[config.mk]
export PLATFORM = sky130hd
export DESIGN_NAME = dns_query_responder
export DESIGN_NICKNAME = d
export VERILOG_FILES = /design/src/design/dqr_pkg.sv /design/src/design/dqr_parser.sv /design/src/design/dqr_emitter.sv /design/src/design/dns_query_responder.sv
export VERILOG_INCLUDE_DIRS = /design/src /design/src/design
export SDC_FILE = /design/constraint.sdc
export NUM_CORES = 1
export LEC_CHECK = 0
export BUFFER_PORTS_ARGS = -buffer_cell sky130_fd_sc_hd__buf_4
export CAP_MARGIN = 20
export CORE_MARGIN = 3
export CORE_UTILIZATION = 63
export DETAILED_ROUTE_END_ITERATION = 8
export PLACE_DENSITY = 0.86
export SLEW_MARGIN = 20
export SYNTH_ARGS = -nofsm -noshare
export SYNTH_HDL_FRONTEND = slang
export SYNTH_HIERARCHICAL = 1
export SYNTH_SLANG_ARGS = --single-unit
[constraint.sdc]
create_clock -name clock -period 7.8 [get_ports clock]
set_input_delay 0.39 -clock clock [delete_from_list [all_inputs] [get_ports clock]]
set_output_delay 0.39 -clock clock [all_outputs]
set_load 0.1 [all_outputs]
[src/design/assert_macros.svh]
// Assertion macros used by the responder's emitter module.
`ifndef ASSERT_MACROS_SVH
`define ASSERT_MACROS_SVH

// Property that must hold at every clock edge outside reset.
`define DQR_ASSERT(lbl, clk, rst, prop, msg) \
   lbl: assert property (@(posedge clk) disable iff (rst) (prop)) else $error(msg);

// Condition in one cycle that implies a consequence in the next cycle.
`define DQR_ASSERT_NEXT(lbl, clk, rst, ante, cons, msg) \
   lbl: assert property (@(posedge clk) disable iff (rst) (ante) |=> (cons)) else $error(msg);

`endif

[src/design/dqr_pkg.sv]
// Types, constants and the answer-record table of the DNS query responder.
`default_nettype none

package dqr_pkg;

   // Rewritten header flags: QR, AA and RA set.
   localparam logic [7:0] REPLY_FLAGS_HI = 8'h84;
   localparam logic [7:0] REPLY_FLAGS_LO = 8'h80;

   // Answer record constants.
   localparam logic [7:0] NAME_PTR   = 8'hc0;
   localparam logic [7:0] NAME_OFS   = 8'd12;
   localparam logic [7:0] ANSWER_TTL = 8'd60;
   localparam logic [7:0] ADDR_LEN   = 8'd4;

   // Parse limits.
   localparam logic [7:0] MAX_LABEL = 8'd63;
   localparam logic [8:0] MAX_NAME  = 9'd255;
   localparam logic [2:0] TAIL_BYTES = 3'd4;

   // Answer record is 16 bytes; the index of its final byte.
   localparam int unsigned ANS_IDX_W = 4;
   localparam logic [ANS_IDX_W-1:0] ANS_LAST_IDX = 4'd15;

   // Outcome of parsing one accepted byte.
   typedef struct packed {
      logic       emit;      // the byte has an echo
      logic [7:0] data;      // echo value
      logic       last_in;   // the byte ends the message
      logic       abort;     // at the end, the message is malformed or cut short
   } parse_result_type;

   // One byte of the A-record answer.
   function automatic logic [7:0] answer_byte(input logic [ANS_IDX_W-1:0] idx,
                                              input logic [31:0] addr);
      logic [7:0] val;
      case (idx)
         4'd0:    val = NAME_PTR;
         4'd1:    val = NAME_OFS;
         4'd3:    val = 8'd1;
         4'd5:    val = 8'd1;
         4'd9:    val = ANSWER_TTL;
         4'd11:   val = ADDR_LEN;
         4'd12:   val = addr[31:24];
         4'd13:   val = addr[23:16];
         4'd14:   val = addr[15:8];
         4'd15:   val = addr[7:0];
         default: val = 8'd0;
      endcase
      return val;
   endfunction

endpackage

`default_nettype wire

[src/design/dqr_parser.sv]
// Query parser: tracks header, QNAME labels and type/class bytes, and makes the echo.
`default_nettype none

module dqr_parser #(
   parameter int unsigned MAX_MESSAGE_BYTES = 300
) (
   input  wire logic                      clock,
   input  wire logic                      reset,
   input  wire logic                      accept,
   input  wire logic [7:0]                data_byte,
   input  wire logic                      end_of_message,
   output dqr_pkg::parse_result_type      result
);

   localparam int unsigned POS_W = $clog2(MAX_MESSAGE_BYTES + 1);
   localparam logic [POS_W-1:0] POS_LIMIT = POS_W'(MAX_MESSAGE_BYTES);

   typedef enum logic [2:0] {
      PH_HEADER,
      PH_LABLEN,
      PH_LABEL,
      PH_TAIL,
      PH_DONE
   } phase_type;

   phase_type        phase_ff, phase_in;
   logic [POS_W-1:0] pos_ff, pos_in;
   logic [5:0]       label_ff, label_in;
   logic [8:0]       name_ff, name_in;
   logic [2:0]       tail_ff, tail_in;
   logic [7:0]       qc_high_ff, qc_high_in;
   logic             invalid_ff, invalid_in;
   logic             emit;
   logic [7:0]       echo;
   logic             active;

   // Next parse state and echo for the byte on the input.
   always_comb begin
      phase_in   = phase_ff;
      label_in   = label_ff;
      name_in    = name_ff;
      tail_in    = tail_ff;
      qc_high_in = qc_high_ff;
      invalid_in = invalid_ff;
      emit       = 1'b0;
      echo       = 8'd0;
      active     = (pos_ff < POS_LIMIT) && !invalid_ff;

      if (active) begin
         case (phase_ff)
            PH_HEADER: begin
               emit = 1'b1;
               if (pos_ff == POS_W'(0) || pos_ff == POS_W'(1)) begin
                  echo = data_byte;
               end else if (pos_ff == POS_W'(2)) begin
                  echo = dqr_pkg::REPLY_FLAGS_HI;
                  // QR set or a nonzero opcode.
                  if (data_byte[7] || data_byte[6:3] != 4'd0) begin
                     invalid_in = 1'b1;
                  end
               end else if (pos_ff == POS_W'(3)) begin
                  echo = dqr_pkg::REPLY_FLAGS_LO;
               end else if (pos_ff == POS_W'(4)) begin
                  qc_high_in = data_byte;
               end else if (pos_ff == POS_W'(5)) begin
                  echo = 8'd1;
                  // No question at all.
                  if (qc_high_ff == 8'd0 && data_byte == 8'd0) begin
                     invalid_in = 1'b1;
                  end
               end else if (pos_ff == POS_W'(7)) begin
                  echo = 8'd1;
               end
               if (pos_ff >= POS_W'(11)) begin
                  phase_in = PH_LABLEN;
               end
            end
            PH_LABLEN: begin
               emit    = 1'b1;
               echo    = data_byte;
               name_in = (name_ff <= dqr_pkg::MAX_NAME) ? name_ff + 9'd1 : name_ff;
               if (name_in > dqr_pkg::MAX_NAME) begin
                  invalid_in = 1'b1;
               end
               if (data_byte == 8'd0) begin
                  phase_in = PH_TAIL;
                  tail_in  = dqr_pkg::TAIL_BYTES;
               end else if (data_byte > dqr_pkg::MAX_LABEL) begin
                  invalid_in = 1'b1;
               end else begin
                  label_in = data_byte[5:0];
                  phase_in = PH_LABEL;
               end
            end
            PH_LABEL: begin
               emit    = 1'b1;
               echo    = data_byte;
               name_in = (name_ff <= dqr_pkg::MAX_NAME) ? name_ff + 9'd1 : name_ff;
               if (name_in > dqr_pkg::MAX_NAME) begin
                  invalid_in = 1'b1;
               end
               if (label_ff != 6'd0) begin
                  label_in = label_ff - 6'd1;
               end
               if (label_ff <= 6'd1) begin
                  phase_in = PH_LABLEN;
               end
            end
            PH_TAIL: begin
               emit = 1'b1;
               echo = data_byte;
               if (tail_ff != 3'd0) begin
                  tail_in = tail_ff - 3'd1;
               end
               if (tail_ff <= 3'd1) begin
                  phase_in = PH_DONE;
               end
            end
            default: begin
            end
         endcase
      end

      if (invalid_in) begin
         emit = 1'b0;
      end

      pos_in = (pos_ff < POS_LIMIT) ? pos_ff + POS_W'(1) : pos_ff;
   end

   // Outcome of this byte: echo flag, echo value, end of message and abort.
   assign result = {emit, echo, end_of_message, invalid_in || (phase_in != PH_DONE)};

   // Parse state; cleared after every message.
   always_ff @(posedge clock) begin
      if (reset || (accept && end_of_message)) begin
         phase_ff   <= PH_HEADER;
         pos_ff     <= '0;
         label_ff   <= '0;
         name_ff    <= '0;
         tail_ff    <= '0;
         qc_high_ff <= '0;
         invalid_ff <= 1'b0;
      end else if (accept) begin
         phase_ff   <= phase_in;
         pos_ff     <= pos_in;
         label_ff   <= label_in;
         name_ff    <= name_in;
         tail_ff    <= tail_in;
         qc_high_ff <= qc_high_in;
         invalid_ff <= invalid_in;
      end
   end

endmodule

`default_nettype wire

[src/design/dqr_emitter.sv]
// Result register and answer-record sequencer.
`default_nettype none
`include "assert_macros.svh"

module dqr_emitter (
   input  wire logic                      clock,
   input  wire logic                      reset,
   input  wire logic                      accept,
   input  wire dqr_pkg::parse_result_type parsed,
   input  wire logic [31:0]               server_address,
   output logic                           in_ready,
   output logic                           out_valid,
   input  wire logic                      out_ready,
   output logic [7:0]                     out_byte,
   output logic                           out_last,
   output logic                           out_drop
);

   logic                           valid_ff, valid_in;
   logic [7:0]                     byte_ff, byte_in;
   logic                           last_ff, last_in;
   logic                           drop_ff, drop_in;
   logic                           busy_ff, busy_in;
   logic [dqr_pkg::ANS_IDX_W-1:0]  idx_ff, idx_in;
   logic                           slot_free;
   logic                           ans_stall;
   logic                           ans_final;
   logic                           answer_out;
   logic                           abort_take;
   logic                           marker_out;

   // The result register can take a new value when empty or being drained.
   assign slot_free = !valid_ff || out_ready;
   assign in_ready  = slot_free && !busy_ff;

   // Select what goes into the result register next.
   always_comb begin
      valid_in = valid_ff && !out_ready;
      byte_in  = byte_ff;
      last_in  = last_ff;
      drop_in  = drop_ff;
      busy_in  = busy_ff;
      idx_in   = idx_ff;

      if (busy_ff && slot_free) begin
         // Answer record, one byte per transfer.
         valid_in = 1'b1;
         byte_in  = dqr_pkg::answer_byte(idx_ff, server_address);
         last_in  = (idx_ff == dqr_pkg::ANS_LAST_IDX);
         drop_in  = 1'b0;
         idx_in   = idx_ff + dqr_pkg::ANS_IDX_W'(1);
         if (idx_ff == dqr_pkg::ANS_LAST_IDX) begin
            busy_in = 1'b0;
         end
      end else if (accept) begin
         if (parsed.last_in && parsed.abort) begin
            // Abort marker replaces the final echo.
            valid_in = 1'b1;
            byte_in  = 8'd0;
            last_in  = 1'b1;
            drop_in  = 1'b1;
         end else if (parsed.emit) begin
            valid_in = 1'b1;
            byte_in  = parsed.data;
            last_in  = 1'b0;
            drop_in  = 1'b0;
            if (parsed.last_in) begin
               busy_in = 1'b1;
               idx_in  = '0;
            end
         end else if (parsed.last_in) begin
            // No echo for the final byte: the answer starts at once.
            valid_in = 1'b1;
            byte_in  = dqr_pkg::answer_byte('0, server_address);
            last_in  = 1'b0;
            drop_in  = 1'b0;
            busy_in  = 1'b1;
            idx_in   = dqr_pkg::ANS_IDX_W'(1);
         end
      end
   end

   // Result register and sequencer state.
   always_ff @(posedge clock) begin
      if (reset) begin
         valid_ff <= 1'b0;
         busy_ff  <= 1'b0;
         idx_ff   <= '0;
      end else begin
         valid_ff <= valid_in;
         busy_ff  <= busy_in;
         idx_ff   <= idx_in;
      end
      byte_ff <= byte_in;
      last_ff <= last_in;
      drop_ff <= drop_in;
   end

   assign out_valid = valid_ff;
   assign out_byte  = byte_ff;
   assign out_last  = last_ff;
   assign out_drop  = drop_ff;

   // Conditions watched by the checks below.
   assign ans_stall  = busy_ff && !slot_free;
   assign ans_final  = busy_ff && slot_free && (idx_ff == dqr_pkg::ANS_LAST_IDX);
   assign answer_out = valid_ff && last_ff && !drop_ff && !busy_ff;
   assign abort_take = accept && parsed.last_in && parsed.abort;
   assign marker_out = valid_ff && drop_ff && last_ff && (byte_ff == 8'd0);

   // A drop flag only ever sits on a final result.
   `DQR_ASSERT(a_drop_is_last, clock, reset, !valid_ff || !drop_ff || last_ff, "drop without last")
   // The answer index holds while the result register is stalled.
   `DQR_ASSERT_NEXT(a_idx_hold, clock, reset, ans_stall, $stable(idx_ff), "index moved in stall")
   // The sixteenth answer byte closes the frame.
   `DQR_ASSERT_NEXT(a_answer_end, clock, reset, ans_final, answer_out, "answer did not end")
   // A malformed message ends in the abort marker.
   `DQR_ASSERT_NEXT(a_abort_marker, clock, reset, abort_take, marker_out, "abort marker missing")

endmodule

`default_nettype wire

[src/design/dns_query_responder.sv]
// Top level of the DNS A-record responder.
//
//   Channel   Direction  Payload
//   req_      in         tdata = data_byte[7:0], tlast = end_of_message
//   rsp_      out        tdata = reply_byte[7:0], tlast = reply_last, tuser = reply_drop
//   csr_      in         wr_data = server_address[31:0]
//
// One query byte is taken per cycle while req_tready is high; its echo is registered
// and appears in the next cycle. After a well-formed final byte the 16 answer bytes
// follow one per cycle while rsp_tready is high; req_tready stays low meanwhile.
// A stall on rsp_tready holds the result register and stops input at once.
// Reset is synchronous; it clears the parse state, the sequencer and the address.
`default_nettype none

module dns_query_responder #(
   parameter int unsigned MAX_MESSAGE_BYTES = 300
) (
   input  wire logic        clock,
   input  wire logic        reset,
   // Query stream.
   input  wire logic        req_tvalid,
   output logic             req_tready,
   input  wire logic [7:0]  req_tdata,   // [7:0] data_byte
   input  wire logic        req_tlast,
   // Reply stream.
   output logic             rsp_tvalid,
   input  wire logic        rsp_tready,
   output logic [7:0]       rsp_tdata,   // [7:0] reply_byte
   output logic             rsp_tlast,
   output logic             rsp_tuser,   // [0] reply_drop
   // Address register.
   input  wire logic        csr_wr_en,
   input  wire logic [31:0] csr_wr_data
);

   logic                      accept;
   logic [31:0]               server_address_ff;
   dqr_pkg::parse_result_type parsed;

   // An item transfer on the query side.
   assign accept = req_tvalid && req_tready;

   // Server address register.
   always_ff @(posedge clock) begin
      if (reset) begin
         server_address_ff <= '0;
      end else if (csr_wr_en) begin
         server_address_ff <= csr_wr_data;
      end
   end

   dqr_parser #(
      .MAX_MESSAGE_BYTES (MAX_MESSAGE_BYTES)
   ) u_parser (
      .clock          (clock),
      .reset          (reset),
      .accept         (accept),
      .data_byte      (req_tdata),
      .end_of_message (req_tlast),
      .result         (parsed)
   );

   dqr_emitter u_emitter (
      .clock          (clock),
      .reset          (reset),
      .accept         (accept),
      .parsed         (parsed),
      .server_address (server_address_ff),
      .in_ready       (req_tready),
      .out_valid      (rsp_tvalid),
      .out_ready      (rsp_tready),
      .out_byte       (rsp_tdata),
      .out_last       (rsp_tlast),
      .out_drop       (rsp_tuser)
   );

endmodule

`default_nettype wire
==> key figures, run 1 <==
Timing
  – Achievable Freq: 320 MHz
  – Slew Viols, Final: 0
  – Unrepaired setup endpoints after global routing: false
  – Final min period: roughly 3100 ps
  – Final hold viol count: 0
  – Hold slack: 260 ps
  – Worst Max-Slew Pin Slew: 1150 ps
  – Total negative slack: 0 ps
  – Final WS setup: 4670 ps
  – Max-Slew Margin vs Limit: 23.1%
  – Final period utilization: 40.1%
  – Max Clock Skew: 12.9 ps
  – Setup Viol. Count Final: 0

Worst setup path
  – Crit path capture type: register
  – Critical path class: reg2reg
  – Arr. time, crit path: 3370 ps
  – Worst Path Max Fanout: 18
  – CP startpoint kind: register
  – CP required: 8040 ps

Clock tree
  – Max clock buf depth: 2
  – Worst-path clk slew: 100 ps
  – Worst-skew pair later-pin latency: about 360 ps
  – CTS Sinks: 87
  – Clk root buf: clkbuf_8
  – H-tree depth: 3
  – Postcts setup bufs: 0
  – PostCTS Resize Cnt: 0
  – Num CTS Buffers: 9
  – Post-CTS Hold Fix Bufs: 0
  – CTS tree: done

Yosys
  – Mapped Nets: 574
  – Register area share after synthesis: roughly two fifths
  – Syn. warnings: 6
  – Synth Flop Type: dfxtp_1
  – Mean post-synth cell area: ~9.1 um^2
  – Post-synth ARST share: 0%
  – Synth unique cells: 69
  – Yosys reg bits: between 80 and 90
  – Mapped Cells: 514
  – Mapped cell area: 4670 um^2
  – EDFF count, synth: 9

Die
  – CORE AREA: roughly 7000 um^2
  – Chip Height: 92.1 um
  – # IOs: just under 60
  – Die W: 92.1 um
  – FP Rows: 30
  – Die area: 8490 um^2
  – Initial Util: between 60% and 70%

Cells and area
  – Fillers: between 500 and 600
  – Final core utilization: 74.5%
  – Sequential standard cell area: 1830 um^2
  – Multi-input logic area: 2540 um^2
  – Commonest cells after routing, fill and taps aside: nor2_1 (87), dfxtp_1 (78), buf_4 (57)
  – ANT cells: 0
  – Synth-to-Final Area Change: 11.2%
  – Commonest non-fill, non-tap cell in the layout: nor2_1
  – Nets: 608
  – Share of layout cells above drive strength 1: 16.3%

GRT
  – Total gr overflow: 0
  – Initial antenna violation count: 0
  – First-pass GRT wire length: 18.3 mm
  – Vias in the first global route: 3,746
  – Global-route usage over all layers: 26.5%
  – Largest net degree at the start of global routing: 41

Route
  – Uppermost layer routed: met4
  – Final ANT Viol Nets: 0
  – WL/cell: 17.2 um
  – Met3 wire length: 891 um
  – Iter 0 DRT Violations: between 300 and 400
  – Vias per inst: approximately 6.2
  – Final wirelength: 11.1 mm
  – Vias: approximately 4,100
  – First-pass DRT Iterations: 6
  – Routed metal-1 wirelength: between 4 and 5 mm
  – WL met2: 5.28 mm
  – Post-route DRC: 0

Place
  – Pre-CTS setup slack: 4760 ps
  – I/O Buffers: 57
  – Dpl hpwl: just under 8 mm
  – RD Place Congestion: 0.900

Pwr
  – Power per cell area: ~190 nW/um^2
  – Static leakage power: 2.11 nW
  – Worst vdd ir: 182 uV
  – Power, Total: 0.966 mW

Worst hold path
  – Hold WC Path Type: in2reg

Run status
  – Status: finished, final reports clean

Job
  – Total of max-cap violations: 0
cell families (layout without fill, tap and decap cells):
logic type / count (synthesis) / in the layout / synth area share (%)
buffers and inverters: 51 / 90 / 6.58
AO/OA/AOI/OAI: 107 / 107 / 17.2
XOR/XNOR: 12 / 12 / 2.25
AND/OR/NAND/NOR: 198 / 198 / 21.4
multiplexers: 45 / 45 / 9.64
flip-flops: 87 / 87 / 39.2
adder cells (fa/ha/maj): 14 / 14 / 3.75
worst max-delay path, stage by stage (launching register included):
cell and delay [ps]:
dfxtp_1 410, a21o_1 240, a311oi_4 830, nand2b_4 130, or3b_1 410, a211o_1 300
and3b_1 290, a21oi_1 90, a211oi_1 230, nor3_1 80
cells in the mapped netlist, types with 7 or more instances:
cell | n | area, um^2
nor2_1 | 87 | 327
dfxtp_1 | 78 | 1560
mux2i_1 | 45 | 450
nand2_1 | 23 | 86.3
a21oi_1 | 18 | 90.1
inv_1 | 17 | 63.8
nand3_1 | 16 | 80.1
ha_1 | 14 | 175
clkbuf_1 | 12 | 45.0
nor3_1 | 12 | 60.1
o21ai_0 | 12 | 60.1
and3_1 | 10 | 62.6
xor2_1 | 10 | 87.6
edfxtp_1 | 9 | 270
o211ai_1 | 9 | 67.6
buf_2 | 8 | 40.0
a211oi_1 | 7 | 52.6
a22o_1 | 7 | 61.3
nor4_1 | 7 | 43.8
area by class of cell:
class / count / area share, %
Multi-Input combinational cell: 376 / 48.8
Clock buffer: 10 / 2.86
Sequential cell: 87 / 35.2
Inverter: 17 / 1.23
Tap cell: 96 / 2.31
Timing Repair Buffer: 57 / 8.23
Clock inverter: 6 / 1.37
power by group:
part	switching [mW]	internal, mW	total, mW
Combinational	0.0943	0.0500	0.144
Sequential	0.0113	0.469	0.481
Clock	0.170	0.171	0.341
Total	0.275	0.691	0.966
through the flow:
step / cells / instance area (um^2)
final: 649 / 5200
after global routing: 649 / 5200
after CTS: 649 / 5200
after detailed placement: 633 / 4980
after global placement: 633 / 4980
after floorplan: 514 / 4670
worst paths after layout:
kind	end	cells after the start	from	slack (ps)
max	u_emitter/idx_ff[3]$_SDFFE_PP0P_	9	u_parser/pos_ff[2]$_SDFFE_PP0P_	4670
max reg2reg	u_emitter/idx_ff[3]$_SDFFE_PP0P_	9	u_parser/pos_ff[2]$_SDFFE_PP0P_	4670
min	server_address_ff[25]$_SDFFE_PP0P_	3	csr_wr_data[25]	260
min reg2reg	server_address_ff[23]$_SDFFE_PP0P_	2	server_address_ff[23]$_SDFFE_PP0P_	510
state kept, by name, indices dropped and copies added (netlist names), 3 cells and up:
signal and cells:
server_address_ff 32, u_parser/name_ff 9, u_parser/pos_ff 9, u_emitter/out_byte 8, u_parser/qc_high_ff 8, u_parser/label_ff 6
u_emitter/idx_ff 4, u_parser/phase_ff 3, u_parser/tail_ff 3
routing by layer:
layer	vias to the layer above	track usage, %
met5	-	0
met4	0	6.06
met3	15	5.91
met2	207	42.1
met1	1895	36.9
li1	1938	-
No activity file was read; power rests on OpenSTA's default activity.
==> run 2: changes to the inputs <==
--- a/config.mk
+++ b/config.mk
@@ -9,9 +9,9 @@
 export BUFFER_PORTS_ARGS = -buffer_cell sky130_fd_sc_hd__buf_4
 export CAP_MARGIN = 20
 export CORE_MARGIN = 3
-export CORE_UTILIZATION = 63
+export CORE_UTILIZATION = 53
 export DETAILED_ROUTE_END_ITERATION = 8
-export PLACE_DENSITY = 0.86
+export PLACE_DENSITY = 0.77
 export SLEW_MARGIN = 20
 export SYNTH_ARGS = -nofsm -noshare
 export SYNTH_HDL_FRONTEND = slang
==> constraint.sdc (replaced) <==
create_clock -name clock -period 2.7 [get_ports clock]
set_input_delay 0.135 -clock clock [delete_from_list [all_inputs] [get_ports clock]]
set_output_delay 0.135 -clock clock [all_outputs]
set_load 0.1 [all_outputs]
==> run 2 against run 1 <==
Effect of this change: combinational power rose to 3.0 times the previous value; global-route usage shrank 3.9 points; critical path depth did not move; sequential power grew to 2.9 times the previous value; largest cell class unchanged.
==> key figures, run 2 (same netlist as run 1, synthesis figures left out) <==
Place
  – Pre-CTS setup slack: 93.7 ps (-4670 ps)
  – Dpl hpwl: 8.08 mm (+2.7%)
  – Placed cell count: 656 (+3.6%)
  – RD Place Congestion: 0.849 (-5.6%)
  – I/O Buffers: 57 (unchanged)

Clock tree
  – H-tree depth: 3 (unchanged)
  – Num CTS Buffers: 9 (unchanged)
  – CTS Sinks: 87 (unchanged)
  – PostCTS Resize Cnt: 0 (unchanged)
  – Max clock buf depth: 2 (unchanged)
  – Worst-path clk slew: 90 ps (about the same)
  – Post-CTS Hold Fix Bufs: 0 (unchanged)
  – Worst-skew pair later-pin latency: 360 ps (about the same)
  – CTS tree: done
  – Postcts setup bufs: 0 (unchanged)
  – Clk root buf: clkbuf_8

Cells and area
  – Synth-to-Final Area Change: 13.9%
  – Final core utilization: 63.5% (-11 points)
  – Nets: 622 (+2.3%)
  – Share of layout cells above drive strength 1: 19.4% (+3.2 points)
  – Reg with most FFs: server_address_ff
  – Commonest non-fill, non-tap cell in the layout: nor2_1
  – Biggest regs: server_address_ff (32), u_parser/name_ff (9), u_parser/pos_ff (9)
  – Max reg flops: 32 (unchanged)
  – ANT cells: 0 (unchanged)
  – Commonest cells after routing, fill and taps aside: nor2_1 (87), dfxtp_1 (77), buf_4 (71)
  – Post-Layout Cell Count: 671 (+3.4%)

Timing
  – Final min period: 2600 ps (-530 ps)
  – Hold slack: 10.3 ps (-250 ps)
  – Setup Viol. Count Final: 0 (unchanged)
  – Max Clock Skew: 10.4 ps (-2.43 ps)
  – Final hold viol count: 0 (unchanged)
  – Worst Max-Slew Pin Slew: 862 ps (-291 ps)
  – Final period utilization: 96.3% (+56 points)
  – Achievable Freq: 385 MHz (+20%)
  – Max-Slew Margin vs Limit: 42.3% (+19 points)
  – Final WS setup: 100 ps (-4570 ps)
  – Slew Viols, Final: 0 (unchanged)

GRT
  – Total gr overflow: 0 (unchanged)
  – Largest net degree at the start of global routing: 41 (unchanged)
  – Initial antenna violation count: 0 (unchanged)
  – First-pass GRT wire length: 18.2 mm (-0.34%)
  – Global-route usage over all layers: 22.6% (-3.9 points)
  – Vias in the first global route: 3,758 (+0.32%)

Job
  – Total of max-cap violations: 0 (unchanged)

Worst setup path
  – CP required: 2930 ps (-5110 ps)
  – CP startpoint kind: register
  – Flop2flop setup slack: 100 ps (-4570 ps)
  – Arr. time, crit path: 2830 ps (-540 ps)
  – Crit path capture type: register
  – Critical path class: reg2reg
  – Worst Path Max Fanout: 6 (-12)

Route
  – First-pass DRT Iterations: 5 (-1)
  – Vias: 4,027 (-0.69%)
  – WL/cell: 16.6 um (-3.0%)
  – Final wirelength: 11.2 mm (+0.32%)
  – Iter 0 DRT Violations: 329 (-8.1%)
  – Final ANT Viol Nets: 0 (unchanged)
  – Vias per inst: 6.00 (-3.9%)
  – Post-route DRC: 0 (unchanged)

Pwr
  – Worst vdd ir: 298 uV (+64%)
  – Static leakage power: 2.18 nW (+3.4%)
  – Power per cell area: 511 nW/um^2 (+170%)

Die
  – FP Rows: 33 (+10%)
  – Die W: 99.9 um (+8.4%)
  – CORE AREA: 8380 um^2 (+20%)
  – Chip Height: 99.9 um (+8.4%)
  – Initial Util: 55.8% (-11 points)
  – Die area: 9980 um^2 (+18%)
  – # IOs: 58 (unchanged)

Run status
  – Status: finished, final reports clean

Worst hold path
  – Hold WC Path Type: in2reg
-- run 2: cell types whose count changed in the layout (fill, tap and decap cells not counted), sizes merged --
cell | before | now
clkbuf | 10 | 9
clkinv | 1 | 2
buf | 57 | 71
clkinvlp | 1 | 0
-- run 2: layer usage --
layer | global-route usage [%] | vias to the layer above | wire length (um)
met1 | 30.9 | 1908 | 5050
li1 | - | 1970 | -
met3 | 4.66 | 9 | 713
met4 | 5.88 | 0 | 63
met5 | 0 | - | 0
met2 | 36.4 | 140 | 5340
-- run 2: area by class of cell --
class	count	area [um^2]
Fill cell	702	3060
Multi-Input combinational cell	376	2570
Sequential cell	87	1830
Timing Repair Buffer	71	533
Tap cell	105	131
Clock buffer	9	124
Clock inverter	6	68.8
Inverter	17	63.8
-- run 2: power breakdown --
| group | leakage (nW) | total, mW | switching, mW | internal (mW) |
|---|---|---|---|---|
| combinational | 1.35 | 0.429 | 0.274 | 0.154 |
| sequential | 0.726 | 1.39 | 0.0327 | 1.36 |
| clock | 0.101 | 0.901 | 0.471 | 0.430 |
| total | 2.18 | 2.72 | 0.778 | 1.94 |
-- run 2: worst max-delay path, stage by stage, from the launching register on --
cell and delay (ps):
dfxtp_1 370, a21o_1 240, a311oi_4 370, nand2b_4 110, or3b_1 380, a211o_1 310, and3b_1 290, a21oi_1 90
a211oi_1 230, nor3_1 80
-- run 2: final timing paths --
check	from	endpoint	depth (start not counted)
setup / recovery	u_parser/pos_ff[3]$_SDFFE_PP0P_	u_emitter/idx_ff[3]$_SDFFE_PP0P_	9
hold / removal	csr_wr_data[4]	server_address_ff[4]$_SDFFE_PP0P_	3
setup reg to reg	u_parser/pos_ff[3]$_SDFFE_PP0P_	u_emitter/idx_ff[3]$_SDFFE_PP0P_	9
hold reg to reg	u_parser/qc_high_ff[5]$_SDFFE_PP0P_	u_parser/qc_high_ff[5]$_SDFFE_PP0P_	2
-- run 2: metrics by stage --
stage	setup TNS, ps	power, mW	area [um^2]
floorplan	0	1.71	4680
global placement	0	1.83	5100
detailed placement	0	1.84	5100
CTS	0	2.73	5300
global route	-31.3	2.82	5320
finish	0	2.72	5320
